$ cat src/spcr_pkg.sv
// Shared types and constants for the SPI control packet receiver.
// No dependencies; imported by every module of the block.
package spcr_pkg;

  // Packet geometry
  localparam int PACKET_BYTES = 18;
  localparam int IDX_W        = $clog2(PACKET_BYTES);
  localparam logic [IDX_W-1:0] LAST_IDX = IDX_W'(PACKET_BYTES - 1);

  // Byte 0 is the magic, bytes 1..NUM_CH carry the control channels
  localparam int NUM_CH      = 6;
  localparam int STORE_BYTES = NUM_CH + 1;
  localparam int CH_SEL_W    = $clog2(NUM_CH);
  localparam int CH_W        = 11;

  // Channel mapping: 1000 + floor(x*1000/255) = 1000 + floor(x*200/51)
  // floor(y/51) done as (y * ceil(2^21/51)) >> 21, exact for y <= 51000
  localparam logic [15:0]     MAP_RECIP = 16'd41121;
  localparam int              MAP_SHIFT = 21;
  localparam logic [CH_W-1:0] MAP_BASE  = 11'd1000;

  // Config register indices (word address paddr[3:2])
  localparam int REG_IDX_W = 2;
  localparam int PADDR_W   = 4;
  typedef enum logic [REG_IDX_W-1:0] {
    REG_START_CODE   = 2'd0,
    REG_PACKET_MAGIC = 2'd1,
    REG_ACCEPT_CODE  = 2'd2,
    REG_REJECT_CODE  = 2'd3
  } reg_idx_e;

  // Reset values
  localparam logic [7:0] START_CODE_RST   = 8'd251;
  localparam logic [7:0] PACKET_MAGIC_RST = 8'd110;
  localparam logic [7:0] ACCEPT_CODE_RST  = 8'd252;
  localparam logic [7:0] REJECT_CODE_RST  = 8'd145;

  typedef struct packed {
    logic [7:0] start_code;
    logic [7:0] packet_magic;
    logic [7:0] accept_code;
    logic [7:0] reject_code;
  } cfg_t;

  typedef struct packed {
    logic       reply_write;
    logic [7:0] reply_byte;
    logic       packet_done;
    logic       packet_good;
  } res_t;

  typedef logic [NUM_CH-1:0][CH_W-1:0] chan_arr_t;

endpackage

$ cat src/spcr_cfg_regs.sv
// APB-style configuration registers for the packet receiver.
// Depends on spcr_pkg (register indices, reset values, cfg_t).
module spcr_cfg_regs import spcr_pkg::*; (
  input  logic               clk_i,
  input  logic               rst_ni,
  input  logic               psel,
  input  logic               penable,
  input  logic               pwrite,
  input  logic [PADDR_W-1:0] paddr,
  input  logic [31:0]        pwdata,
  output logic [31:0]        prdata,
  output logic               pready,
  output cfg_t               cfg_o
);

  cfg_t     cfg_q, cfg_d;
  reg_idx_e reg_sel;
  logic     wr_en;

  assign pready  = 1'b1;
  assign reg_sel = reg_idx_e'(paddr[PADDR_W-1:PADDR_W-REG_IDX_W]);
  assign wr_en   = psel & penable & pwrite;

  always_comb begin
    cfg_d = cfg_q;
    if (wr_en) begin
      unique case (reg_sel)
        REG_START_CODE:   cfg_d.start_code   = pwdata[7:0];
        REG_PACKET_MAGIC: cfg_d.packet_magic = pwdata[7:0];
        REG_ACCEPT_CODE:  cfg_d.accept_code  = pwdata[7:0];
        REG_REJECT_CODE:  cfg_d.reject_code  = pwdata[7:0];
        default: ;
      endcase
    end
  end

  always_comb begin
    unique case (reg_sel)
      REG_START_CODE:   prdata = 32'(cfg_q.start_code);
      REG_PACKET_MAGIC: prdata = 32'(cfg_q.packet_magic);
      REG_ACCEPT_CODE:  prdata = 32'(cfg_q.accept_code);
      REG_REJECT_CODE:  prdata = 32'(cfg_q.reject_code);
      default:          prdata = '0;
    endcase
  end

  always_ff @(posedge clk_i or negedge rst_ni) begin
    if (!rst_ni) begin
      cfg_q.start_code   <= START_CODE_RST;
      cfg_q.packet_magic <= PACKET_MAGIC_RST;
      cfg_q.accept_code  <= ACCEPT_CODE_RST;
      cfg_q.reject_code  <= REJECT_CODE_RST;
    end else begin
      cfg_q <= cfg_d;
    end
  end

  assign cfg_o = cfg_q;

endmodule

$ cat src/spcr_chan_map.sv
// Maps a raw control byte onto the 1000..2000 channel range.
// Depends on spcr_pkg (reciprocal constant and widths).
module spcr_chan_map import spcr_pkg::*; (
  input  logic [7:0]      byte_i,
  output logic [CH_W-1:0] chan_o
);

  logic [15:0] scaled;   // x*200, at most 51000
  logic [31:0] prod;
  logic [9:0]  quot;     // at most 1000

  assign scaled = {1'b0, byte_i, 7'b0} + {2'b0, byte_i, 6'b0} + {5'b0, byte_i, 3'b0};
  assign prod   = 32'(scaled) * 32'(MAP_RECIP);
  assign quot   = prod[MAP_SHIFT+9:MAP_SHIFT];
  assign chan_o = CH_W'(quot) + MAP_BASE;

endmodule

$ cat src/spcr_parser.sv
// Packet parser: idle/armed sequencer, byte store and held channel values.
// Depends on spcr_pkg and spcr_chan_map.
module spcr_parser import spcr_pkg::*; (
  input  logic       clk_i,
  input  logic       rst_ni,
  input  logic       step_i,
  input  logic [7:0] byte_i,
  input  cfg_t       cfg_i,
  output res_t       res_o,
  output chan_arr_t  chan_o
);

  localparam logic ST_IDLE  = 1'b0;
  localparam logic ST_ARMED = 1'b1;

  logic             state_q, state_d;
  logic [IDX_W-1:0] idx_q, idx_d;
  logic [7:0]       magic_q;
  chan_arr_t        pend_q;   // mapped values of the current packet
  chan_arr_t        chan_q;   // held values of the last good packet
  logic [CH_W-1:0]  mapped;
  logic             chan_we;
  logic             store_we;
  logic [CH_SEL_W-1:0] ch_sel;

  spcr_chan_map u_map (
    .byte_i (byte_i),
    .chan_o (mapped)
  );

  assign ch_sel = CH_SEL_W'(idx_q - IDX_W'(1));

  always_comb begin
    state_d  = state_q;
    idx_d    = idx_q;
    res_o    = '0;
    chan_we  = 1'b0;
    store_we = 1'b0;
    unique case (state_q)
      ST_IDLE: begin
        if (step_i && byte_i == cfg_i.start_code) begin
          state_d = ST_ARMED;
          idx_d   = '0;
        end
      end
      ST_ARMED: begin
        if (step_i) begin
          res_o.reply_write = 1'b1;
          if (idx_q != LAST_IDX) begin
            res_o.reply_byte = 8'(idx_q) + 8'd1;
            idx_d            = idx_q + IDX_W'(1);
            store_we         = 1'b1;
          end else begin
            state_d           = ST_IDLE;
            res_o.packet_done = 1'b1;
            res_o.packet_good = (magic_q == cfg_i.packet_magic);
            res_o.reply_byte  = res_o.packet_good ? cfg_i.accept_code : cfg_i.reject_code;
            chan_we           = res_o.packet_good;
          end
        end
      end
      default: ;
    endcase
  end

  always_ff @(posedge clk_i or negedge rst_ni) begin
    if (!rst_ni) begin
      state_q <= ST_IDLE;
      idx_q   <= '0;
      chan_q  <= '0;
    end else begin
      state_q <= state_d;
      idx_q   <= idx_d;
      if (chan_we) begin
        chan_q <= pend_q;
      end
    end
  end

  // Only the magic and channel bytes are kept; the rest are never read
  always_ff @(posedge clk_i) begin
    if (store_we) begin
      if (idx_q == '0) begin
        magic_q <= byte_i;
      end else if (idx_q < IDX_W'(STORE_BYTES)) begin
        pend_q[ch_sel] <= mapped;
      end
    end
  end

  assign chan_o = chan_q;

endmodule

$ cat src/spi_control_packet_receiver_core.sv
// Top level of the SPI control packet receiver: handshake pipeline around
// the parser. Depends on spcr_pkg, spcr_cfg_regs and spcr_parser.
//
//   port group        direction  purpose
//   in_*  / rx_byte   in         one received SPI byte per word
//   out_* / results   out        reply, packet status, held channels
//   APB (p*)          in/out     four 8-bit config registers at 0x0..0xC
//
// One word per cycle sustained while out_stall_i is low. A word is held in
// the input register and is parsed on its way into the result register,
// which drives the outputs until the word is taken.
// The result register frees as soon as its word is taken; in_stall_o rises
// only when both registers are full and out_stall_i is high.
// Reset clears the sequencer to idle, the held channels to zero and the
// config registers to their defaults; no clearing pass is needed.
module spi_control_packet_receiver_core import spcr_pkg::*; (
  input  logic               clk_i,
  input  logic               rst_ni,
  // input channel
  input  logic               in_valid_i,
  output logic               in_stall_o,
  input  logic [7:0]         rx_byte_i,
  // result channel
  output logic               out_valid_o,
  input  logic               out_stall_i,
  output logic               reply_write_o,
  output logic [7:0]         reply_byte_o,
  output logic               packet_done_o,
  output logic               packet_good_o,
  output logic [CH_W-1:0]    throttle_out_o,
  output logic [CH_W-1:0]    yaw_out_o,
  output logic [CH_W-1:0]    pitch_out_o,
  output logic [CH_W-1:0]    roll_out_o,
  output logic [CH_W-1:0]    aux_one_out_o,
  output logic [CH_W-1:0]    aux_two_out_o,
  // config port
  input  logic               psel,
  input  logic               penable,
  input  logic               pwrite,
  input  logic [PADDR_W-1:0] paddr,
  input  logic [31:0]        pwdata,
  output logic [31:0]        prdata,
  output logic               pready
);

  cfg_t       cfg;
  res_t       res;
  chan_arr_t  chan;

  logic       in_vld_q, in_vld_d;
  logic [7:0] in_byte_q;
  logic       out_vld_q, out_vld_d;
  res_t       out_res_q;
  logic       out_free;   // result register can load this cycle
  logic       proc;       // word in the input register is parsed now
  logic       in_take;

  spcr_cfg_regs u_cfg (
    .clk_i   (clk_i),
    .rst_ni  (rst_ni),
    .psel    (psel),
    .penable (penable),
    .pwrite  (pwrite),
    .paddr   (paddr),
    .pwdata  (pwdata),
    .prdata  (prdata),
    .pready  (pready),
    .cfg_o   (cfg)
  );

  spcr_parser u_parser (
    .clk_i  (clk_i),
    .rst_ni (rst_ni),
    .step_i (proc),
    .byte_i (in_byte_q),
    .cfg_i  (cfg),
    .res_o  (res),
    .chan_o (chan)
  );

  assign out_free   = ~out_vld_q | ~out_stall_i;
  assign proc       = in_vld_q & out_free;
  assign in_stall_o = in_vld_q & ~out_free;
  assign in_take    = in_valid_i & ~in_stall_o;

  always_comb begin
    in_vld_d = in_vld_q;
    if (in_take) begin
      in_vld_d = 1'b1;
    end else if (proc) begin
      in_vld_d = 1'b0;
    end
    out_vld_d = out_free ? in_vld_q : out_vld_q;
  end

  always_ff @(posedge clk_i or negedge rst_ni) begin
    if (!rst_ni) begin
      in_vld_q  <= 1'b0;
      out_vld_q <= 1'b0;
    end else begin
      in_vld_q  <= in_vld_d;
      out_vld_q <= out_vld_d;
    end
  end

  always_ff @(posedge clk_i) begin
    if (in_take) begin
      in_byte_q <= rx_byte_i;
    end
    if (proc) begin
      out_res_q <= res;
    end
  end

  assign out_valid_o   = out_vld_q;
  assign reply_write_o = out_res_q.reply_write;
  assign reply_byte_o  = out_res_q.reply_byte;
  assign packet_done_o = out_res_q.packet_done;
  assign packet_good_o = out_res_q.packet_good;

  // Held channels only change when a word is parsed into the result
  // register, so they always match the word being shown. Byte order:
  // throttle, pitch, roll, yaw, aux one, aux two.
  assign throttle_out_o = chan[0];
  assign pitch_out_o    = chan[1];
  assign roll_out_o     = chan[2];
  assign yaw_out_o      = chan[3];
  assign aux_one_out_o  = chan[4];
  assign aux_two_out_o  = chan[5];

endmodule
$ cat config.mk
export PLATFORM = sky130hd
export DESIGN_NAME = spi_control_packet_receiver_core
export DESIGN_NICKNAME = d
export VERILOG_FILES = /design/src/spcr_pkg.sv /design/src/spcr_cfg_regs.sv /design/src/spcr_chan_map.sv /design/src/spcr_parser.sv /design/src/spi_control_packet_receiver_core.sv
export SDC_FILE = /design/constraint.sdc
export NUM_CORES = 1
export LEC_CHECK = 0
export ABC_AREA = 0
export BUFFER_PORTS_ARGS = -buffer_cell sky130_fd_sc_hd__buf_2
export CAP_MARGIN = 40
export CORE_ASPECT_RATIO = 0.6
export CORE_MARGIN = 4
export CORE_UTILIZATION = 55
export DETAILED_ROUTE_END_ITERATION = 8
export PLACE_DENSITY = 0.78
export SKIP_LAST_GASP = 1
export SYNTH_ARGS = -nofsm -noshare
export SYNTH_HDL_FRONTEND = slang
export SYNTH_SLANG_ARGS = --single-unit
$ cat constraint.sdc
create_clock -name clk_i -period 8.61 [get_ports clk_i]
set_clock_uncertainty 0.2 [all_clocks]
set_input_delay 1.2915 -clock clk_i [delete_from_list [all_inputs] [get_ports clk_i]]
set_output_delay 1.2915 -clock clk_i [all_outputs]
set_load 0.01 [all_outputs]
Word level (Yosys, flattened, before mapping)
Cells that the tools add are included.

storage, ports and cells
  register bits after elaboration = 199
  latch bits = 0
  memory bits (writable) = 0
  ROM bits = 0
  bits of input ports = 51
  output and inout port bits = 112
  logic and storage cells = 93
  memories = 0

cells by class
  add/sub/neg operators = 6
  $mul = 1
  div/mod/pow operators = 0
  magnitude comparators = 3
  equal/unequal tests = 9
  shifts and indexed selects = 0
  muxes and demuxes = 23
  bitwise gates (word level) = 12
  reductions and logical operators = 13

operators with widths
  operator                  number
  $pmux W32 S4              1
  $bwmux W66                1
  $demux W11 S3             1
  $mul A16 B16 Y31 const B  1
  $mux W11                  2
  $add A15 B14 Y16          1
  $add A16 B11 Y16          1
  $eq A8 B8 Y1              2
  $mux W8                   2
  $mux W5                   3
  $add A10 B10 Y11 const B  1
  $mux W1                   10
  $pmux W5 S2               1
  $reduce_and A2 Y1         5
  $add A5 B1 Y6 const B     1
  $not A1 Y1                6
  $reduce_and A3 Y1         2
  $add A5 B1 Y5 const B     1
  $and A1 B1 Y1             5
  $logic_not A5 Y1          1
  $lt A5 B3 Y1 const B      1
  $ne A5 B5 Y1 const B      1
  $eq A2 B2 Y1 const B      2
  $lt A3 B4 Y1 const B      1
  12 further kinds          14

Longest topological paths before layout
  depth after elaboration = 7
  depth in mapped cells = 24

By module
Synthesis repeated with hierarchy kept, for this count alone.

second synthesis, totals
  cells, all modules = 795
  area total of the unflattened synthesis = 10795.4 um^2

by module, submodules not included
  module                            times used  cells an instance  area each (um^2)  sequential area each (um^2)
  spcr_parser                       1           334                5576.6            4023.9
  spcr_chan_map                     1           327                2904.0            0.0
  spcr_cfg_regs                     1           107                1651.6            827.0
  spi_control_packet_receiver_core  1           27                 663.1             620.6

Worst setup path before layout
OpenSTA, ideal clock, no wires.

  path kind = register -> register
  from = reg in_byte_q[0]
  to = reg u_parser.pend_q[10] (netlist name) (data pin)
  library setup time = 0.285 ns
  data arrival time = 6.454 ns
  required time = 8.125 ns
  slack = 1.671 ns
  stages on the path, launching flop included = 24
  path buffers = 0
  clock period less this slack = 6.939 ns
  cells stage by stage = edfxtp_1 -> fa_1 -> ha_1 -> fa_1 -> a21o_1 -> a21oi_1 -> o21bai_1 -> a21oi_1 -> xnor2_1 -> inv_1 -> fa_1 -> fa_1 -> inv_1 -> ha_1 -> ha_1 -> ha_1 -> a21oi_2 -> o21bai_1 -> a221o_1 -> a21o_1 -> a31o_4 -> or3_1 -> a21o_1 -> or3_1

on the way
  longest elaborated chain between the ends = 5

RTL lines
  element                         line                                     RTL
  start: declaration              spi_control_packet_receiver_core.sv:51   logic [7:0] in_byte_q;
  start signal: assignment        spi_control_packet_receiver_core.sv:108  in_byte_q <= rx_byte_i;
  $add A15 B14 Y16                spcr_chan_map.sv:12                      assign scaled = {1'b0, byte_i, 7'b0} + {2'b0, byte_i, 6'b0} + {5'b0, byte_i, 3'b0};
  $add A16 B11 Y16 (*)            spcr_chan_map.sv:12
  $mul A16 B16 Y31 (*)            spcr_chan_map.sv:13                      assign prod = 32'(scaled) * 32'(MAP_RECIP);
  $add A10 B10 Y11 (*)            spcr_chan_map.sv:15                      assign chan_o = CH_W'(quot) + MAP_BASE;
  net u_parser.mapped[10]         spcr_parser.sv:21                        logic [CH_W-1:0] mapped;
  $bwmux W66 (*)                  spcr_parser.sv:86                        pend_q[ch_sel] <= mapped;
  end signal: indexed assignment  spcr_parser.sv:86
  end: declaration                spcr_parser.sv:19                        chan_arr_t pend_q;

Mark *: on every way through the listed nets, which the timed path passes. The rest lies on a longest branch.
A chain may end at the register's enable or synchronous reset.

Worst setup path after layout
  from = reg in_byte_q[1]
  to = reg u_parser.pend_q[8] (netlist name) (data pin)

The elaborated chain is that of the path after synthesis.

==> metrics.yaml <==
status: "finished clean"
gp_congestion: 0.879
postSynthAreaPerCell_um2: 14.0
core-area_um2: 18300
timing.reg2reg.setup_slack_ps: 730
crit_family: "adder cells"
cpMaxStageDelayCell: "edfxtp_1"
start_util_pct: 56.7
clock-root-buffer: "clkbuf_16"
max-cap-violations: 0
cts_hold_buffers: 0
arrival_ps: 7850
fillers: 1329
clk_latency_ps: 440
syn_inst: 742
post-route-min-period_ps: 7880
grt_max_degree: 67
setup_viol: 0
syn2layout_area_growth_pct: 14.1
slew_headroom_pct: 35.7
drive_gt1_share_pct: 33.5
grt_usage_pct: 21.3
first_global_vias: 6061
cts_tree: "yes"
synth_largest_area_cell: "edfxtp_1"
diodes: 0
hold_violations: 0
place_ws_ps: 825
fin_tns_setup_ps: 0
fmax_ghz: 0.127
post-route-period-util_pct: 91.5
worst-path-buf-inv: 2
cts_buffers: 17
htree_levels: 4
async_reset_ff_share_pct: 53.3
nNetsFinal: 1051
cts_setup_buffers: 0
synth-seq-cells: 199
final_cell_mix: "ha_1 (112), buf_2 (110), mux2_2 (98), edfxtp_1 (93), dfrtp_1 (85)"
drt_first_pass_iters: 5
crit_required_ps: 8580
critPathMaxStageDelay_ps: 560
clock_path_buffers: 2
ys.flop_type: "edfxtp_1"
cts_resized: 0
yosysSeqAreaShare_pct: 52.7
synth_top_cells_by_area: "edfxtp_1 (27%), dfrtp_1 (20%), ha_1 (13%)"
rows: 38
vias: 6318
ant_nets: 0
die-width_um: 185
yosysWarnings: 0
grt_overflow: 0
hold_ws_ps: 274
slew_viol_final: 0
min_path_type: "reg -> reg"
rsz0062_at_grt: "false"
routed_wl_um: 21700
ys_types: 59
tightestPinTransition_ps: 958
num_io_pins: 163
first_iter_violations: 462
dp_hpwl_um: 16200
critPathKind: "reg -> reg"
antenna_found_initial: 0
fp.dieH_um: 114
grt_pass1_wl_um: 34200
dieArea_um2: 21200
layout_commonest_cell: "ha_1"
syn_area_um2: 10400
cp-end-kind: "flip-flop"
worstPathCellList: "fa_1 > ha_1 > fa_1 > a21o_1 > a21oi_1 > o21bai_1 > a21oi_1 > xnor2_1 > inv_1 > fa_1 > fa_1 > inv_1 > ha_1 > ha_1 > ha_1 > a21o_1 > a31o_1 > nor2_1 > nand3_1 > and3_1 > nor4b_2 > or2_1 > o211ai_1 > xor2_1"
synth-edff-count: 93
synth.top_cell.area_share_pct: 26.9
drcViolationCount: 0
io_buffers: 111
cp-start-kind: "flip-flop"
cts.clk_slew.worst_paths_ps: 70
clock_sinks: 199
finalWorstSetupSlack_ps: 732
worstPathMaxFanout: 7
viasPerCell: 5.61
routedWlPerCell_um: 19.3
## layout make-up
cell class	instances	area (um2)	share of cell area, %
clock buffer	19	454	3.83
clock inverter	13	156	1.32
inverter	43	161	1.36
multi-input combinational	486	4610	38.9
sequential	199	5470	46.2
tap	240	300	2.53
timing repair buffer	126	694	5.86
## cells by family after synthesis
group                      Yosys count  synth area share [%]
DFF                                199                  52.7
adders and majority gates          127                  16.4
muxes                              114                  13.1
and+or+nand+nor                    106                  5.24
buffers and inverters               80                  3.87
AOI/OAI and AO/OA                   68                  4.72
xor gates and xnor gates            46                  3.88
other                                2                0.0723
## path summary, 6_finish.rpt
path	end	cells past startpoint	start
setup / recovery	u_parser.pend_q[8]	24	in_byte_q[1]
hold / removal	u_parser.chan_o[49]	1	u_parser.pend_q[49]
setup reg to reg	u_parser.pend_q[8]	24	in_byte_q[1]
hold reg to reg	u_parser.chan_o[49]	1	u_parser.pend_q[49]
max in group asynchronous	u_cfg.cfg_o[13]	3	rst_ni
min in group asynchronous	u_parser.chan_o[24]	1	rst_ni
## through the flow
step / util, % / std cells / cell area, um2
after floorplan: - / 765 / 10500
after global placement: 61.0 / 1088 / 11200
after detailed placement: 61.4 / 1094 / 11200
after CTS: 64.8 / 1126 / 11900
after global routing: 64.8 / 1126 / 11900
final: 64.8 / 1126 / 11900
## synthesized netlist by cell type (3+ instances only)
cell,n
ha_1,112
mux2_2,98
edfxtp_1,93
dfrtp_1,85
inv_1,43
xnor2_1,27
buf_4,25
nand2_1,22
dfstp_2,21
nor2_1,20
xor2_1,19
a21oi_1,17
fa_1,15
nand3_1,15
a21o_1,12
o21ai_0,9
mux2i_1,8
mux4_2,8
and2_1,7
nand4_1,7
and3_1,6
buf_2,6
nor3_1,6
nand2b_1,5
clkbuf_1,4
nor4_1,4
o21bai_1,4
or3_1,4
nor2b_1,3
## flip-flops by register name, indices dropped and copies added, names as in the netlist, 5 cells and up
signal	cells
u_parser.chan_o	66
in_byte_q	8
u_parser.pend_q	66
reply_byte_o	8
u_parser.idx_q	5
u_parser.magic_q	8
u_cfg.cfg_o	32
## per-layer routing
metal	part of all wire [%]	track usage [%]
met2	43	29.6
met5	0	0
met3	7.4	5.52
met4	1.1	4.69
met1	48	33.6
Power is not shown: default switching activity piles up to over one toggle a cycle in this logic, so the estimate is an artifact.
